File: config.mk
export PLATFORM = sky130hd
export DESIGN_NAME = lua_string_comment_lexer_core
export DESIGN_NICKNAME = d
export VERILOG_FILES = /design/src/rtl/lsc_pkg.sv /design/src/rtl/lsc_in_reg.sv /design/src/rtl/lsc_scan.sv /design/src/rtl/lua_string_comment_lexer_core.sv
export SDC_FILE = /design/constraint.sdc
export NUM_CORES = 1
export LEC_CHECK = 0
export BUFFER_PORTS_ARGS = -buffer_cell sky130_fd_sc_hd__buf_4
export CORE_MARGIN = 2
export CORE_UTILIZATION = 52
export CTS_CLUSTER_SIZE = 14
export DETAILED_ROUTE_END_ITERATION = 10
export GPL_ROUTABILITY_DRIVEN = 0
export HOLD_SLACK_MARGIN = 0.12
export PLACE_DENSITY_LB_ADDON = 0.12
export SLEW_MARGIN = 10
export SYNTH_ARGS = -nofsm -noshare
export SYNTH_HDL_FRONTEND = slang
export SYNTH_HIERARCHICAL = 1
export SYNTH_SLANG_ARGS = --single-unit
File: constraint.sdc
create_clock -name clk -period 4.5 [get_ports clk]
set_input_delay 0.225 -clock clk [delete_from_list [all_inputs] [get_ports clk]]
set_output_delay 0.225 -clock clk [all_outputs]
set_load 0.02 [all_outputs]
File: src/rtl/lsc_pkg.sv
// ----------------------------------------------------------------------------
// lsc_pkg
// Shared types and constants for the string and comment token scanner.
// ----------------------------------------------------------------------------
package lsc_pkg;

    // long bracket level width
    localparam int LEVEL_BITS = 8;

    // scan status codes
    localparam logic [1:0] ST_PENDING    = 2'd0;
    localparam logic [1:0] ST_END_BEFORE = 2'd1;
    localparam logic [1:0] ST_END_INCL   = 2'd2;
    localparam logic [1:0] ST_REJECT     = 2'd3;

    // token kinds
    localparam logic KIND_STRING  = 1'b0;
    localparam logic KIND_COMMENT = 1'b1;

    // quote kinds
    localparam logic QUOTE_DOUBLE = 1'b0;
    localparam logic QUOTE_SINGLE = 1'b1;

    // character codes
    localparam logic [7:0] CH_BACKSLASH = 8'h5C;
    localparam logic [7:0] CH_DASH      = 8'h2D;
    localparam logic [7:0] CH_LBRACKET  = 8'h5B;
    localparam logic [7:0] CH_RBRACKET  = 8'h5D;
    localparam logic [7:0] CH_EQUAL     = 8'h3D;
    localparam logic [7:0] CH_NEWLINE   = 8'h0A;
    localparam logic [7:0] CH_SQUOTE    = 8'h27;
    localparam logic [7:0] CH_DQUOTE    = 8'h22;
    localparam logic [7:0] CH_SPACE     = 8'h20;
    localparam logic [7:0] CH_TAB       = 8'h09;
    localparam logic [7:0] CH_CR        = 8'h0D;

    // scanner mode, one-hot
    typedef enum logic [9:0] {
        M_IDLE   = 10'b00_0000_0001,
        M_START  = 10'b00_0000_0010,
        M_QUOTE  = 10'b00_0000_0100,
        M_DASH   = 10'b00_0000_1000,
        M_CWS    = 10'b00_0001_0000,
        M_OPEN   = 10'b00_0010_0000,
        M_OPENEQ = 10'b00_0100_0000,
        M_BODY   = 10'b00_1000_0000,
        M_CLOSE  = 10'b01_0000_0000,
        M_LINE   = 10'b10_0000_0000
    } scan_mode_t;

    // scanner state
    typedef struct packed {
        scan_mode_t            mode;
        logic                  quote_char;
        logic                  escape_pending;
        logic [LEVEL_BITS-1:0] open_level;
        logic [LEVEL_BITS-1:0] close_level;
        logic                  is_comment;
    } scan_state_t;

    // one input beat
    typedef struct packed {
        logic [7:0] char_code;
        logic       end_of_input;
        logic       token_start;
        logic       token_wanted;
    } scan_item_t;

    // one result beat
    typedef struct packed {
        logic [1:0] scan_status;
        logic       token_kind;
        logic       in_token;
    } scan_result_t;

    localparam scan_state_t STATE_RESET = '{
        mode:           M_IDLE,
        quote_char:     QUOTE_DOUBLE,
        escape_pending: 1'b0,
        open_level:     '0,
        close_level:    '0,
        is_comment:     1'b0
    };

endpackage

File: src/rtl/lsc_in_reg.sv
// ----------------------------------------------------------------------------
// lsc_in_reg
// Input register stage with valid/ready handshake.
// ----------------------------------------------------------------------------
module lsc_in_reg
    import lsc_pkg::*;
(
    input  logic       clk,
    input  logic       rst_n,
    input  logic       in_valid,
    output logic       in_ready,
    input  scan_item_t in_item,
    output logic       held_valid,
    output scan_item_t held_item,
    input  logic       advance
);

    logic       valid_reg;
    logic       valid_next;
    scan_item_t item_reg;

    // accept when empty or when the held beat moves on
    assign in_ready   = !valid_reg || advance;
    assign valid_next = in_ready ? in_valid : valid_reg;

    always_ff @(posedge clk or negedge rst_n)
    begin
        if (!rst_n)
        begin
            valid_reg <= 1'b0;
        end
        else
        begin
            valid_reg <= valid_next;
        end
    end

    // payload, no reset needed
    always_ff @(posedge clk)
    begin
        if (in_valid && in_ready)
        begin
            item_reg <= in_item;
        end
    end

    assign held_valid = valid_reg;
    assign held_item  = item_reg;

endmodule

File: src/rtl/lsc_scan.sv
// ----------------------------------------------------------------------------
// lsc_scan
// One scan step: next scanner state and result for one character.
// ----------------------------------------------------------------------------
module lsc_scan
    import lsc_pkg::*;
(
    input  scan_state_t  cur_state,
    input  scan_item_t   item,
    output scan_state_t  next_state,
    output scan_result_t result
);

    localparam logic [LEVEL_BITS-1:0] LEVEL_MAX = {LEVEL_BITS{1'b1}};
    localparam logic [LEVEL_BITS-1:0] LEVEL_ONE = {{(LEVEL_BITS-1){1'b0}}, 1'b1};

    logic [7:0]  c;
    logic        eof;
    logic        is_space;
    logic        c_lbr;
    logic        c_eq;
    logic        line_end;
    scan_state_t eff;
    scan_state_t nxt;
    logic [1:0]  status;
    logic        kind;
    logic        tok;

    assign c        = item.char_code;
    assign eof      = item.end_of_input;
    assign is_space = (c == CH_SPACE) || ((c >= CH_TAB) && (c <= CH_CR));
    assign c_lbr    = !eof && (c == CH_LBRACKET);
    assign c_eq     = !eof && (c == CH_EQUAL);
    assign line_end = eof || (c == CH_NEWLINE);

    always_comb
    begin
        // a start clears the scan
        eff = cur_state;
        if (item.token_start)
        begin
            eff      = STATE_RESET;
            eff.mode = M_START;
        end
        nxt    = eff;
        status = ST_PENDING;
        kind   = KIND_STRING;
        tok    = 1'b0;

        if (item.token_start && !item.token_wanted)
        begin
            status = ST_REJECT;
        end
        else
        begin
            unique case (eff.mode)
                M_START:
                begin
                    if (eof)
                    begin
                        status = ST_REJECT;
                    end
                    else if (is_space)
                    begin
                        status = ST_PENDING;
                    end
                    else if ((c == CH_DQUOTE) || (c == CH_SQUOTE))
                    begin
                        nxt.quote_char = (c == CH_SQUOTE) ? QUOTE_SINGLE : QUOTE_DOUBLE;
                        nxt.mode       = M_QUOTE;
                        tok            = 1'b1;
                    end
                    else if (c == CH_DASH)
                    begin
                        nxt.mode = M_DASH;
                        tok      = 1'b1;
                    end
                    else if (c == CH_LBRACKET)
                    begin
                        nxt.mode = M_OPEN;
                        tok      = 1'b1;
                    end
                    else
                    begin
                        status = ST_REJECT;
                    end
                end

                M_QUOTE:
                begin
                    if (line_end)
                    begin
                        status = ST_REJECT;
                    end
                    else if (eff.escape_pending)
                    begin
                        nxt.escape_pending = 1'b0;
                        tok                = 1'b1;
                    end
                    else if (c == CH_BACKSLASH)
                    begin
                        nxt.escape_pending = 1'b1;
                        tok                = 1'b1;
                    end
                    else if (c == ((eff.quote_char == QUOTE_SINGLE) ? CH_SQUOTE : CH_DQUOTE))
                    begin
                        status = ST_END_INCL;
                        tok    = 1'b1;
                    end
                    else
                    begin
                        tok = 1'b1;
                    end
                end

                M_DASH:
                begin
                    if (!eof && (c == CH_DASH))
                    begin
                        nxt.is_comment = 1'b1;
                        nxt.mode       = M_CWS;
                        tok            = 1'b1;
                    end
                    else
                    begin
                        status = ST_REJECT;
                    end
                end

                M_CWS:
                begin
                    if (!eof && (c != CH_NEWLINE) && is_space)
                    begin
                        tok = 1'b1;
                    end
                    else if (c_lbr)
                    begin
                        nxt.mode = M_OPEN;
                        tok      = 1'b1;
                    end
                    else if (line_end)
                    begin
                        status = ST_END_BEFORE;
                        kind   = KIND_COMMENT;
                    end
                    else
                    begin
                        nxt.mode = M_LINE;
                        tok      = 1'b1;
                    end
                end

                M_OPEN, M_OPENEQ:
                begin
                    if (c_lbr)
                    begin
                        if (eff.mode == M_OPEN)
                        begin
                            nxt.open_level = '0;
                        end
                        nxt.mode = M_BODY;
                        tok      = 1'b1;
                    end
                    else if (c_eq && (eff.mode == M_OPEN))
                    begin
                        nxt.open_level = LEVEL_ONE;
                        nxt.mode       = M_OPENEQ;
                        tok            = 1'b1;
                    end
                    else if (c_eq)
                    begin
                        // level bound
                        if (eff.open_level == LEVEL_MAX)
                        begin
                            status = ST_REJECT;
                        end
                        else
                        begin
                            nxt.open_level = eff.open_level + LEVEL_ONE;
                            tok            = 1'b1;
                        end
                    end
                    else if (!eff.is_comment)
                    begin
                        status = ST_REJECT;
                    end
                    else if (line_end)
                    begin
                        // failed open falls back to a line comment
                        status = ST_END_BEFORE;
                        kind   = KIND_COMMENT;
                    end
                    else
                    begin
                        nxt.mode = M_LINE;
                        tok      = 1'b1;
                    end
                end

                M_BODY, M_CLOSE:
                begin
                    if (eof)
                    begin
                        if (eff.is_comment)
                        begin
                            status = ST_END_BEFORE;
                            kind   = KIND_COMMENT;
                        end
                        else
                        begin
                            status = ST_REJECT;
                        end
                    end
                    else if (c == CH_RBRACKET)
                    begin
                        tok = 1'b1;
                        if ((eff.mode == M_CLOSE) && (eff.close_level == '0))
                        begin
                            status = ST_END_INCL;
                            kind   = eff.is_comment;
                        end
                        else
                        begin
                            // a ']' always opens a fresh close attempt
                            nxt.close_level = eff.open_level;
                            nxt.mode        = M_CLOSE;
                        end
                    end
                    else if ((eff.mode == M_CLOSE) && (c == CH_EQUAL) && (eff.close_level != '0))
                    begin
                        nxt.close_level = eff.close_level - LEVEL_ONE;
                        tok             = 1'b1;
                    end
                    else
                    begin
                        nxt.mode = M_BODY;
                        tok      = 1'b1;
                    end
                end

                M_LINE:
                begin
                    if (line_end)
                    begin
                        status = ST_END_BEFORE;
                        kind   = KIND_COMMENT;
                    end
                    else
                    begin
                        tok = 1'b1;
                    end
                end

                default:
                begin
                    // idle with no start
                    status = ST_REJECT;
                end
            endcase
        end

        // any final status returns to idle
        if (status != ST_PENDING)
        begin
            nxt.mode = M_IDLE;
        end
    end

    assign next_state         = nxt;
    assign result.scan_status = status;
    assign result.token_kind  = ((status == ST_END_BEFORE) || (status == ST_END_INCL)) ? kind
                                                                                       : 1'b0;
    assign result.in_token    = tok;

endmodule

File: src/rtl/lua_string_comment_lexer_core.sv
// ----------------------------------------------------------------------------
// lua_string_comment_lexer_core
// Lua string and comment token scanner, one character per beat.
// ----------------------------------------------------------------------------
// Feed one character per input beat; each beat yields exactly one result beat.
// The block sustains one beat per clock cycle while results are taken. A beat
// is captured in the input register, and when it advances one scan step loads
// both the next scanner state and the result register, so the following
// character sees the updated state with no bubble.
// Backpressure on the result side holds the input register and the scanner
// state until the result is taken.
module lua_string_comment_lexer_core
    import lsc_pkg::*;
(
    input  logic       clk,
    input  logic       rst_n,
    input  logic       in_valid,
    output logic       in_ready,
    input  logic [7:0] char_code,
    input  logic       end_of_input,
    input  logic       token_start,
    input  logic       token_wanted,
    output logic       out_valid,
    input  logic       out_ready,
    output logic [1:0] scan_status,
    output logic       token_kind,
    output logic       in_token
);

    scan_item_t   in_item;
    scan_item_t   held_item;
    logic         held_valid;
    logic         advance;
    scan_state_t  state_reg;
    scan_state_t  state_next;
    scan_result_t step_result;
    scan_result_t result_reg;
    logic         out_valid_reg;
    logic         out_valid_next;

    assign in_item = '{
        char_code:    char_code,
        end_of_input: end_of_input,
        token_start:  token_start,
        token_wanted: token_wanted
    };

    // held beat moves on when the result register is free
    assign advance = held_valid && (!out_valid_reg || out_ready);

    lsc_in_reg u_in_reg (
        .clk        (clk),
        .rst_n      (rst_n),
        .in_valid   (in_valid),
        .in_ready   (in_ready),
        .in_item    (in_item),
        .held_valid (held_valid),
        .held_item  (held_item),
        .advance    (advance)
    );

    lsc_scan u_scan (
        .cur_state  (state_reg),
        .item       (held_item),
        .next_state (state_next),
        .result     (step_result)
    );

    // scanner state
    always_ff @(posedge clk or negedge rst_n)
    begin
        if (!rst_n)
        begin
            state_reg <= STATE_RESET;
        end
        else if (advance)
        begin
            state_reg <= state_next;
        end
    end

    // result register valid
    assign out_valid_next = advance ? 1'b1 : (out_valid_reg && !out_ready);

    always_ff @(posedge clk or negedge rst_n)
    begin
        if (!rst_n)
        begin
            out_valid_reg <= 1'b0;
        end
        else
        begin
            out_valid_reg <= out_valid_next;
        end
    end

    // result payload
    always_ff @(posedge clk)
    begin
        if (advance)
        begin
            result_reg <= step_result;
        end
    end

    assign out_valid   = out_valid_reg;
    assign scan_status = result_reg.scan_status;
    assign token_kind  = result_reg.token_kind;
    assign in_token    = result_reg.in_token;

endmodule

==> impl_results.md, run 1 <==
* DRT Pass-1 Iters at 5
* Number of setup buffers added after CTS at 0
* Crit Path Max Fanout at 19
* Full die area at between 8000 and 9000 sq um
* Net Sw Power at about 0.25 mW
* Fin crit share at a little over four fifths
* Top_reg_cell synth: dfrtp_1
* Leakage at roughly 1.7 nW
* Area leader, netlist: dfrtp_1
* Design area at about 4300 sq um
* Crit. End Element: register
* P_int at ~0.68 mW
* Worst r2r src: u_in_reg/held_item[1]$_DFFE_PP_
* Final WS setup at approximately 0.74 ns
* Synthesis-stage register bit count at 46
* Seq/Total Area, Yosys at 31.3%
* First-pass GRT wire length at about 17,000 microns
* Number of flops mapped to enable cells by yosys at 15
* Worst VDD drop at 0.165 mV
* Final wirelength at 10,000 microns
* FF-to-FF path depth at 11
* Critical Path Start Type: register
* Mapped cell area at 3920 sq um
* Layout Utilization at 59.5%
* Uppermost routed layer: met4
* Detail Route met2 WL at roughly 4700 microns
* Initial Util at a little over half
* WHS Path Cells at 3
* Syn Inst Count at slightly above 400
* Synth area leaders: dfrtp_1 19%, edfxtp_1 11%, mux2_4 11%, o21ai_0 3.3%, nand2_1 3.0%
* Root Driver: clkbuf_8
* Drt initial violations at between 200 and 300
* Peak Freq at between 200 and 300 MHz
* Final hold viol count at 0
* WL met1 at 4390 microns
* Worst setup path start: u_in_reg/held_item[1]$_DFFE_PP_
* Fin crit period at 3.76 ns
* RSZ-0062 raised after global routing: no
* Post-Syn Nets at around 430
* Relative slew slack at between 40% and 50%
* All-Layer GR Usage at approximately 25%
* Final ANT Viol Nets at 0
* Number of flip-flops in the largest register at 29
* Synthesized area per cell at 9.66 sq um
* Num Clock Sinks at 46
* Placed instance area at between 4000 and 5000 sq um
* H-tree levels at 2
* Hold Slack at ~0.21 ns
* Most frequent cell after synthesis: nand2_1
* Seq pwr share at about half
* Comb pwr share at 15.3%
* Non-Filler Instances at approximately 530
* CP required at approximately 4.8 ns
* Clock Power Share at 34.0%
* Pwr/cell area at between 200 and 250 nW/um^2
* Top cells by count, synth: 31 x nand2_1, 30 x dfrtp_1, 29 x mux2_4
* Io pins at 21
* Arr. time, crit path at around 4 ns
* Clock-pin slew on the worst setup and hold paths at around 0.090 ns
* Hpwl dp at 7160 microns
* Synth unique cells at 94
* Number of buffers added on ports at 20
* Pin count of the biggest net entering global routing at 32
* Nets at between 400 and 500
* Grt total ovfl at 0
* Die height at between 90 and 100 microns
* Worst-Margin Slew at approximately 0.75 ns
* Max cap viols at 0
* Die W at 90.8 microns
* Routed len/inst at about 19 microns
* Drc violations at 0
* Setup TNS at 0 ns
* Row count at 31
* P&R area growth vs syn at 10.6%
* CTS max path bufs at 2
* Vias in the first global route at between 3k and 4k
* FFs w/ async S/R, synth at ~67%
* TritonCTS clock tree: built
* Core box area at 7290 sq um
* Status: complete, no violations
* Yosys top cell area share at 19.2%
* Min-Delay Path Class: input port to register
* Final-report setup violation count at 0
* CTS Buf Count at 5
* Post-placement cell count at just over 500
* ANT cells at 0
* Vias per cell at between 6 and 7
* Setup Skew at 0.00952 ns
* Max Transition Viols Final at 0
* Crit Path Class: register to register
* DP Worst Slack at slightly above 0.9 ns
* Via Count at between 3k and 4k
* Worst hold start: out_ready
* Sw Ratio at between 20% and 30%
* Metal3 WL at between 600 and 700 microns
* Antenna violations before repair at 0
* Synth warn at 6
* Share of cells above drive strength 1 at roughly a quarter
* Clk Latency, worst-skew pair at 0.30 ns
* Power Total at 0.922 mW
critical path, cell delays in order, from the launching register on:
cell and delay [ns]:
edfxtp_1 0.69, nor4_4 0.53, nand4_1 0.34, nand3b_1 0.35, o31a_1 0.20, o311a_1 0.25
and4_1 0.21, ha_1 0.20, nand2_1 0.24, or3_1 0.38, o22ai_1 0.13, mux2_4 0.16
path summary, 6_finish.rpt:
kind                            slack [ns]                        end
worst max-delay path                  0.74  state_reg[22]$_DFFE_PN0P_
worst min-delay path                  0.21        out_valid$_DFF_PN0_
worst max register to register        0.74  state_reg[22]$_DFFE_PN0P_
worst min register to register        0.54  state_reg[16]$_DFFE_PN0P_
max in group asynchronous             3.79  state_reg[19]$_DFFE_PN1P_
min in group asynchronous             0.39  state_reg[25]$_DFFE_PN0P_
power groups by stage:
stage | registers (mW) | logic (mW) | clock network, mW
2_1_floorplan | 0.469 | 0.100 | 0
3_3_place_gp | 0.476 | 0.130 | 0
3_5_place_dp | 0.477 | 0.131 | 0
4_1_cts | 0.468 | 0.140 | 0.324
5_1_grt | 0.471 | 0.152 | 0.338
6_report | 0.468 | 0.141 | 0.313
cell families (layout without fill, tap and decap cells):
| group | Yosys count | count (layout) | synth area share (%) |
|---|---|---|---|
| buffers and inverters | 31 | 57 | 4.40 |
| flip-flops | 46 | 46 | 31.3 |
| XOR/XNOR | 4 | 4 | 0.894 |
| AO/OA/AOI/OAI | 112 | 112 | 21.7 |
| adder cells (fa/ha/maj) | 4 | 4 | 1.28 |
| multiplexers | 31 | 31 | 11.7 |
| AND/OR/NAND/NOR | 178 | 178 | 28.7 |
placed cells by master, fill, tap and decap left out, drive strengths merged, types with 4 or more instances in the layout:
master / instances
nand2: 33
dfrtp: 30
mux2: 30
nor2: 28
o21ai: 27
buf: 24
nor3: 19
nor2b: 18
edfxtp: 15
nand3: 15
a21oi: 14
dlygate4sd3: 13
inv: 12
nand4: 10
nand2b: 9
or3: 7
nor4: 7
clkbuf: 6
a31o: 5
o31ai: 5
o311ai: 5
a211oi: 5
a31oi: 4
o32a: 4
a22oi: 4
ha: 4
nand3b: 4
repair_timing:
| action | in CTS | in global routing |
|---|---|---|
| hold buffers | 13 | 0 |
| resized for setup | 0 | 0 |
| endpoints found under the hold margin | 42 | 0 |
| endpoints found under the setup margin | 0 | 0 |
layout make-up:
class                           instances  area, sq um
Fill cell                             649         2960
Clock inverter                          2         37.5
Inverter                               12         45.0
Clock buffer                            6         72.6
Multi-Input combinational cell        329         2520
Tap cell                               99          124
Timing Repair Buffer                   37          310
Sequential cell                        46         1230
per-layer routing:
metal,vias up,global-route usage (%)
met5,-,0
met1,1631,31.9
li1,1619,-
met4,0,10.9
met2,181,41.5
met3,31,4.51
Power figures use the tool's default switching activity.
==> run 2, diff against run 1 <==
--- a/config.mk
+++ b/config.mk
@@ -5,6 +5,7 @@
 export SDC_FILE = /design/constraint.sdc
 export NUM_CORES = 1
 export LEC_CHECK = 0
+export ABC_AREA = 1
 export BUFFER_PORTS_ARGS = -buffer_cell sky130_fd_sc_hd__buf_4
 export CORE_MARGIN = 2
 export CORE_UTILIZATION = 52
==> constraint.sdc (replaced) <==
create_clock -name clk -period 3.4 [get_ports clk]
set_input_delay 0.17 -clock clk [delete_from_list [all_inputs] [get_ports clk]]
set_output_delay 0.17 -clock clk [all_outputs]
set_load 0.02 [all_outputs]
==> run 2 against run 1 <==
Sequential power is 33% higher. Hold slack better by 0.10 ns. Critical path type unchanged. Routed wire length is 13% higher. Combinational power is 79% higher. Fmax is 21% higher. Final area is 1.2% higher.
==> impl_results.md, run 2 <==
* FFs w/ async S/R, synth at 67.4% (unchanged)
* Relative slew slack at 64.3% (+15 points)
* Post-placement cell count at 727 (+43%)
* Grt total ovfl at 0 (unchanged)
* Filler cells at 732 (+13%)
* Post-Synth XOR/XNOR Area at 0.894% (about the same)
* Root Driver: clkbuf_8
* Power Total at 1.23 mW (+34%)
* Worst path top cell family by delay: simple AND/OR/NAND/NOR gates
* Number of setup buffers added after CTS at 0 (unchanged)
* Hold Slack at 0.315 ns (+0.103 ns)
* Post-synthesis simple-gate area fraction at 46.7% (+18 points)
* CP bufs+invs at 7 (+7)
* Num Clock Sinks at 46 (unchanged)
* CP required at 3.61 ns (-1.14 ns)
* Max cap viols at 0 (unchanged)
* Post-Syn Nets at 632 (+49%)
* Most frequent cells in the layout: 181 x nand2_1, 90 x nand3_1, 74 x nor2_1, 71 x inv_1, 31 x buf_4
* Peak Freq at 321 MHz (+21%)
* Crit Path Max Fanout at 27 (+8)
* Setup TNS at 0 ns (unchanged)
* Number of flops mapped to enable cells by yosys at 15 (unchanged)
* H-tree levels at 2 (unchanged)
* Layout Utilization at 60.2% (+0.70 points)
* Synthesized area per cell at 6.39 sq um (-34%)
* DRT Pass-1 Iters at 5 (unchanged)
* Drt initial violations at 437 (+59%)
* CP max stage delay at 0.51 ns (-0.18 ns)
* Area leader, netlist: dfrtp_1
* Synthesis-stage register bit count at 46 (unchanged)
* Pin count of the biggest net entering global routing at 32 (unchanged)
* Synth Area in Compound Gates at 9.04% (-13 points)
* Hpwl dp at 8260 microns (+15%)
* Fin crit share at 91.6% (+8.1 points)
* Row count at 31 (unchanged)
* Synth area leaders: dfrtp_1 19%, nand2_1 17%, edfxtp_1 11%, nand3_1 11%, nor2_1 7.2%
* P&R area growth vs syn at 12.0%
* Critical Path Start Type: register
* Die W at 90.8 microns (about the same)
* Final wirelength at 11,300 microns (+13%)
* Leakage at 2.29 nW (+31%)
* Number of flip-flops in the largest register at 29 (unchanged)
* Top cells by count, synth: 182 x nand2_1, 90 x nand3_1, 75 x nor2_1
* Synth warn at 6 (unchanged)
* Commonest non-fill, non-tap cell in the layout: nand2_1
* Cells along the critical path: inv_4, buf_6, nand2_1, nand2_2, inv_2, nand3_1, inv_1, nor2_2, nand4_1, nand2_1, nor2_1, ha_1, inv_1, nor2_1, o21ai_0, inv_1, nand2_1, inv_1, nand3_1, nand2_1
* Yosys top cell area share at 19.2% (about the same)
* First-pass GRT wire length at 19,000 microns (+14%)
* Clock-pin slew on the worst setup and hold paths at 0.10 ns (about the same)
* Non-Filler Instances at 748 (+41%)
* Initial Util at 53.7% (about the same)
* RSZ-0062 raised after global routing: no
* Die height at 90.8 microns (about the same)
* Arr. time, crit path at 3.32 ns (-0.69 ns)
* TritonCTS clock tree: built
* Routed len/inst at 15.1 microns (-20%)
* Antenna violations before repair at 0 (unchanged)
* Final hold viol count at 0 (unchanged)
* Core box area at 7290 sq um (unchanged)
* Crit Path Class: register to register
* Fin crit period at 3.11 ns (-0.642 ns)
* Nets at 667 (+48%)
* Final ANT Viol Nets at 0 (unchanged)
* Syn Inst Count at 613 (+51%)
* CTS Buf Count at 5 (unchanged)
* CTS max path bufs at 2 (unchanged)
* Min-Delay Path Class: input port to async pin
* Pwr/cell area at 281 nW/um^2 (+32%)
* Full die area at 8240 sq um (about the same)
* Worst path slowest cell: edfxtp_1
* ANT cells at 0 (unchanged)
* Setup Skew at 0.0122 ns (+0.00272 ns)
* Share of cells above drive strength 1 at 12.8% (-11 points)
* Seq/Total Area, Yosys at 31.3% (about the same)
* Via Count at 4,277 (+24%)
* Largest family of logic cells by synthesized area: simple AND/OR/NAND/NOR gates
* Final-report setup violation count at 0 (unchanged)
* All-Layer GR Usage at 28.5% (+3.5 points)
* Post-Synth Adder-Cell Area at 1.28% (about the same)
* Worst VDD drop at 0.199 mV (+20%)
* Io pins at 21 (unchanged)
* Vias per cell at 5.72 (-12%)
* Max Transition Viols Final at 0 (unchanged)
* Multiplexer area fraction after synthesis at 0% (-12 points)
* Mapped cell area at 3920 sq um (about the same)
* Synth unique cells at 42 (-55%)
* Number of buffers added on ports at 20 (unchanged)
* Clk Latency, worst-skew pair at 0.32 ns (+0.02 ns)
* Drc violations at 0 (unchanged)
* Status: complete, no violations
* Top_reg_cell synth: dfrtp_1
* Most frequent cell after synthesis: nand2_1
* Worst-Margin Slew at 0.531 ns (-0.219 ns)
* Vias in the first global route at 3,911 (+17%)
* Crit. End Element: register
## run 2: cells by family after synthesis
kind of cell,count (synthesis)
compound gates,61
xor+xnor,4
fa+ha+maj,4
buf+inv,96
flops,46
simple gates,402
## run 2: worst paths after layout
path | from | to | slack, ns | cells past startpoint
setup / recovery | u_in_reg/held_item[1]$_DFFE_PP_ | state_reg[24]$_DFFE_PN0P_ | 0.29 | 20
hold / removal | rst_n | state_reg[28]$_DFFE_PN0P_ | 0.31 | 2
setup reg to reg | u_in_reg/held_item[1]$_DFFE_PP_ | state_reg[24]$_DFFE_PN0P_ | 0.29 | 20
hold reg to reg | state_reg[2]$_DFFE_PN0P_ | state_reg[2]$_DFFE_PN0P_ | 0.48 | 2
max in group asynchronous | rst_n | state_reg[19]$_DFFE_PN1P_ | 2.75 | 2
min in group clk | out_ready | out_valid$_DFF_PN0_ | 0.41 | 5
## run 2: repair_timing
item	CTS	global route
hold buffers	13	0
hold endpoints to repair	42	0
resized for setup	0	3
endpoints found under the setup margin	0	3
## run 2: through the flow
step,instance area (sq um),setup WS [ns]
4_1_cts,4380,0.260
6_report,4390,0.287
2_1_floorplan,3920,0.480
5_1_grt,4390,0.00321
3_5_place_dp,4160,0.301
3_3_place_gp,4160,0.330
## run 2: cell type report
class	instances	area (sq um)	area share (%)
multi-input combinational	471	2270	51.8
sequential	46	1230	28.0
timing repair buffer	45	374	8.53
inverter	79	299	6.81
tap	99	124	2.82
clock buffer	5	68.8	1.57
clock inverter	3	21.3	0.485
## run 2: worst reg2reg max path: cells and delay by family (launching register included)
kind	cells	cell delay (ns)
buf+inv	7	0.84
compound gates	1	0.07
simple gates	11	1.35
fa+ha+maj	1	0.23
flops	1	0.51
## run 2: where the power goes
part	total, mW	switching [mW]	leakage, nW	internal [mW]
logic	0.253	0.169	1.68	0.0847
registers	0.623	0.0249	0.563	0.598
clock network	0.358	0.213	0.0441	0.145
## run 2: per-layer routing
layer	GRT usage [%]	wire, microns	part of all wire (%)	vias to the layer above
met1	40.0	5010	44	1974
met4	9.22	283	2.5	0
met5	0	0	0	-
met2	45.3	5090	45	214
met3	4.17	931	8.2	29
li1	-	-	-	2060
==> run 3, diff against run 2 <==
--- a/config.mk
+++ b/config.mk
@@ -8,7 +8,7 @@
 export ABC_AREA = 1
 export BUFFER_PORTS_ARGS = -buffer_cell sky130_fd_sc_hd__buf_4
 export CORE_MARGIN = 2
-export CORE_UTILIZATION = 52
+export CORE_UTILIZATION = 56
 export CTS_CLUSTER_SIZE = 14
 export DETAILED_ROUTE_END_ITERATION = 10
 export GPL_ROUTABILITY_DRIVEN = 0
==> run 3 against run 2 <==
Fmax decreased by 0.47%. Clock power increased by 3%. Final area decreased by 0.26%. Clock skew decreased by 0.0028 ns. Via count decreased by 1.8%. Largest cell class unchanged. Largest power group unchanged.
==> impl_results.md, run 3 (synthesized netlist as in run 2, its figures left out) <==
* Status: complete, no violations
* Io pins at 21 (unchanged)
* Final WS setup at 0.272 ns (-0.0146 ns)
* Final-report setup violation count at 0 (unchanged)
* Row count at 30 (-3.2%)
* Vias in the first global route at 3,788 (-3.1%)
* CTS max path bufs at 2 (unchanged)
* Num Clock Sinks at 46 (unchanged)
* Crit Path Class: register to register
* Most frequent cells in the layout: 181 x nand2_1, 90 x nand3_1, 74 x nor2_1, 70 x inv_1, 30 x dfrtp_1
* Power Total at 1.24 mW (+0.55%)
* Vias per cell at 5.66 (-1.1%)
* Pin count of the biggest net entering global routing at 33 (+3.1%)
* Hpwl dp at 7960 microns (-3.6%)
* Seq pwr share at 49.4% (-1.1 points)
* TritonCTS clock tree: built
* H-tree levels at 2 (unchanged)
* Layout Utilization at 64.4% (+4.2 points)
* Routed len/inst at 14.6 microns (-3.3%)
* Initial Util at 57.7% (+3.9 points)
* Core box area at 6790 sq um (-6.8%)
* Min-Delay Path Class: input port to async pin
* Pwr/cell area at 283 nW/um^2 (+0.81%)
* Antenna violations before repair at 0 (unchanged)
* Fin crit period at 3.13 ns (+0.0146 ns)
* Worst VDD drop at 0.197 mV (-0.82%)
* Setup Skew at 0.00943 ns (-0.00280 ns)
* Arr. time, crit path at 3.38 ns (+0.06 ns)
* Final hold viol count at 0 (unchanged)
* Die height at 87.6 microns (-3.5%)
* Sw Ratio at 32.7% (-0.22 points)
* Setup TNS at 0 ns (unchanged)
* First-pass GRT wire length at 18,400 microns (-3.3%)
* DP Worst Slack at 0.328 ns (+0.0271 ns)
* Drc violations at 0 (unchanged)
* P&R area growth vs syn at 11.7%
* Area used by multi-input combinational logic at 2270 sq um (unchanged)
* Worst r2r src: u_in_reg/held_item[8]$_DFFE_PP_
* FF+latch area at 1230 sq um (unchanged)
* Number of buffers added on ports at 20 (unchanged)
* Leakage at 2.28 nW (-0.48%)
* Nets at 664 (-0.45%)
* Final ANT Viol Nets at 0 (unchanged)
* Post-placement cell count at 721 (-0.83%)
* RSZ-0062 raised after global routing: no
* Fin crit share at 92.0% (+0.43 points)
* Share of cells above drive strength 1 at 12.5% (-0.25 points)
* CTS Buf Count at 5 (unchanged)
* Worst setup path start: u_in_reg/held_item[8]$_DFFE_PP_
* Filler cells at 626 (-14%)
* Clock-pin slew on the worst setup and hold paths at 0.10 ns (about the same)
* Root Driver: clkbuf_8
* Max cap viols at 0 (unchanged)
* Crit. End Element: register
* Non-Filler Instances at 742 (-0.80%)
* CP required at 3.65 ns (+0.04 ns)
* Grt total ovfl at 0 (unchanged)
* ANT cells at 0 (unchanged)
* Clock Power Share at 29.6% (+0.6 points)
* All-Layer GR Usage at 30.0% (+1.6 points)
* Worst-Margin Slew at 0.544 ns (+0.0130 ns)
* Relative slew slack at 63.5% (-0.87 points)
* Comb pwr share at 21.0% (+0.5 points)
* Critical Path Start Type: register
* Crit Path Max Fanout at 6 (-78%)
* Max Transition Viols Final at 0 (unchanged)
* DRT Pass-1 Iters at 6 (+1)
* Drt initial violations at 506 (+16%)
* Via Count at 4,198 (-1.8%)
* P_int at 0.835 mW (+0.89%)
* Clk Latency, worst-skew pair at 0.31 ns (about the same)
* Commonest non-fill, non-tap cell in the layout: nand2_1
* Net Sw Power at 0.405 mW (-0.13%)
* Peak Freq at 320 MHz (-0.47%)
* Full die area at 7680 sq um (-6.8%)
* Die W at 87.6 microns (-3.5%)
* Final wirelength at 10,900 microns (-4.1%)
* Number of flip-flops in the largest register at 29 (unchanged)
run 3: changes by cell type in the layout (fill, tap and decap cells not counted), sizes merged:
cell / change
buf: -3
clkinv: -2
inv: +2
run 3: layout make-up:
type,count,share of cell area [%]
Multi-Input combinational cell,471,51.9
Sequential cell,46,28.0
Timing Repair Buffer,42,8.23
Inverter,79,6.83
Tap cell,96,2.74
Clock buffer,5,1.57
Clock inverter,3,0.629
run 3: metal layers:
layer | wire length (microns) | track usage, % | up-vias
met5 | 0 | 0 | -
met4 | 255 | 9.37 | 0
met3 | 992 | 5.18 | 26
met2 | 4860 | 47.4 | 229
met1 | 4750 | 42.1 | 1895
li1 | - | - | 2048
run 3: power by group through the flow:
| stage | sequential, mW | combinational [mW] | clock [mW] |
|---|---|---|---|
| detailed placement | 0.624 | 0.243 | 0 |
| global placement | 0.623 | 0.239 | 0 |
| floorplan | 0.628 | 0.167 | 0 |
| finish | 0.613 | 0.261 | 0.367 |
| CTS | 0.612 | 0.256 | 0.374 |
| global route | 0.616 | 0.284 | 0.401 |
run 3: critical path: stages (launching register included):
cell and delay (ns):
edfxtp_1 0.45, nor3_2 0.43, nand3_1 0.27, nor2_1 0.30
inv_1 0.21, nand2_1 0.11, nand2_1 0.05, nand2_1 0.07
and2_1 0.15, nand2_1 0.05, nor2_1 0.10, ha_1 0.23
inv_2 0.09, nor2_1 0.13, o21ai_0 0.11, inv_1 0.07
nand2_1 0.05, inv_1 0.05, nand3_1 0.07, nand2_1 0.09
run 3: path summary, 6_finish.rpt:
kind                                             endpoint  slack, ns  cells past startpoint
worst max-delay path            state_reg[24]$_DFFE_PN0P_       0.27                     19
worst min register to register   state_reg[2]$_DFFE_PN0P_       0.48                      2
worst max register to register  state_reg[24]$_DFFE_PN0P_       0.27                     19
worst min-delay path            state_reg[22]$_DFFE_PN0P_       0.32                      2
min in group clk                      out_valid$_DFF_PN0_       0.40                      5
max in group asynchronous       state_reg[19]$_DFFE_PN1P_       2.77                      2
run 3: per-stage QoR:
stage          instance area, sq um  hold WS [ns]
2_1_floorplan                  3920        -0.126
3_3_place_gp                   4150         0.131
3_5_place_dp                   4150         0.134
4_1_cts                        4370         0.338
5_1_grt                        4380         0.372
6_report                       4380         0.319
run 3: what timing repair did:
| item | in CTS | in global routing |
|---|---|---|
| hold buffers | 13 | 0 |
| hold endpoints to repair | 43 | 0 |
| resized for setup | 0 | 3 |
| buffers inserted | 0 | 0 |
| endpoints found under the setup margin | 0 | 1 |
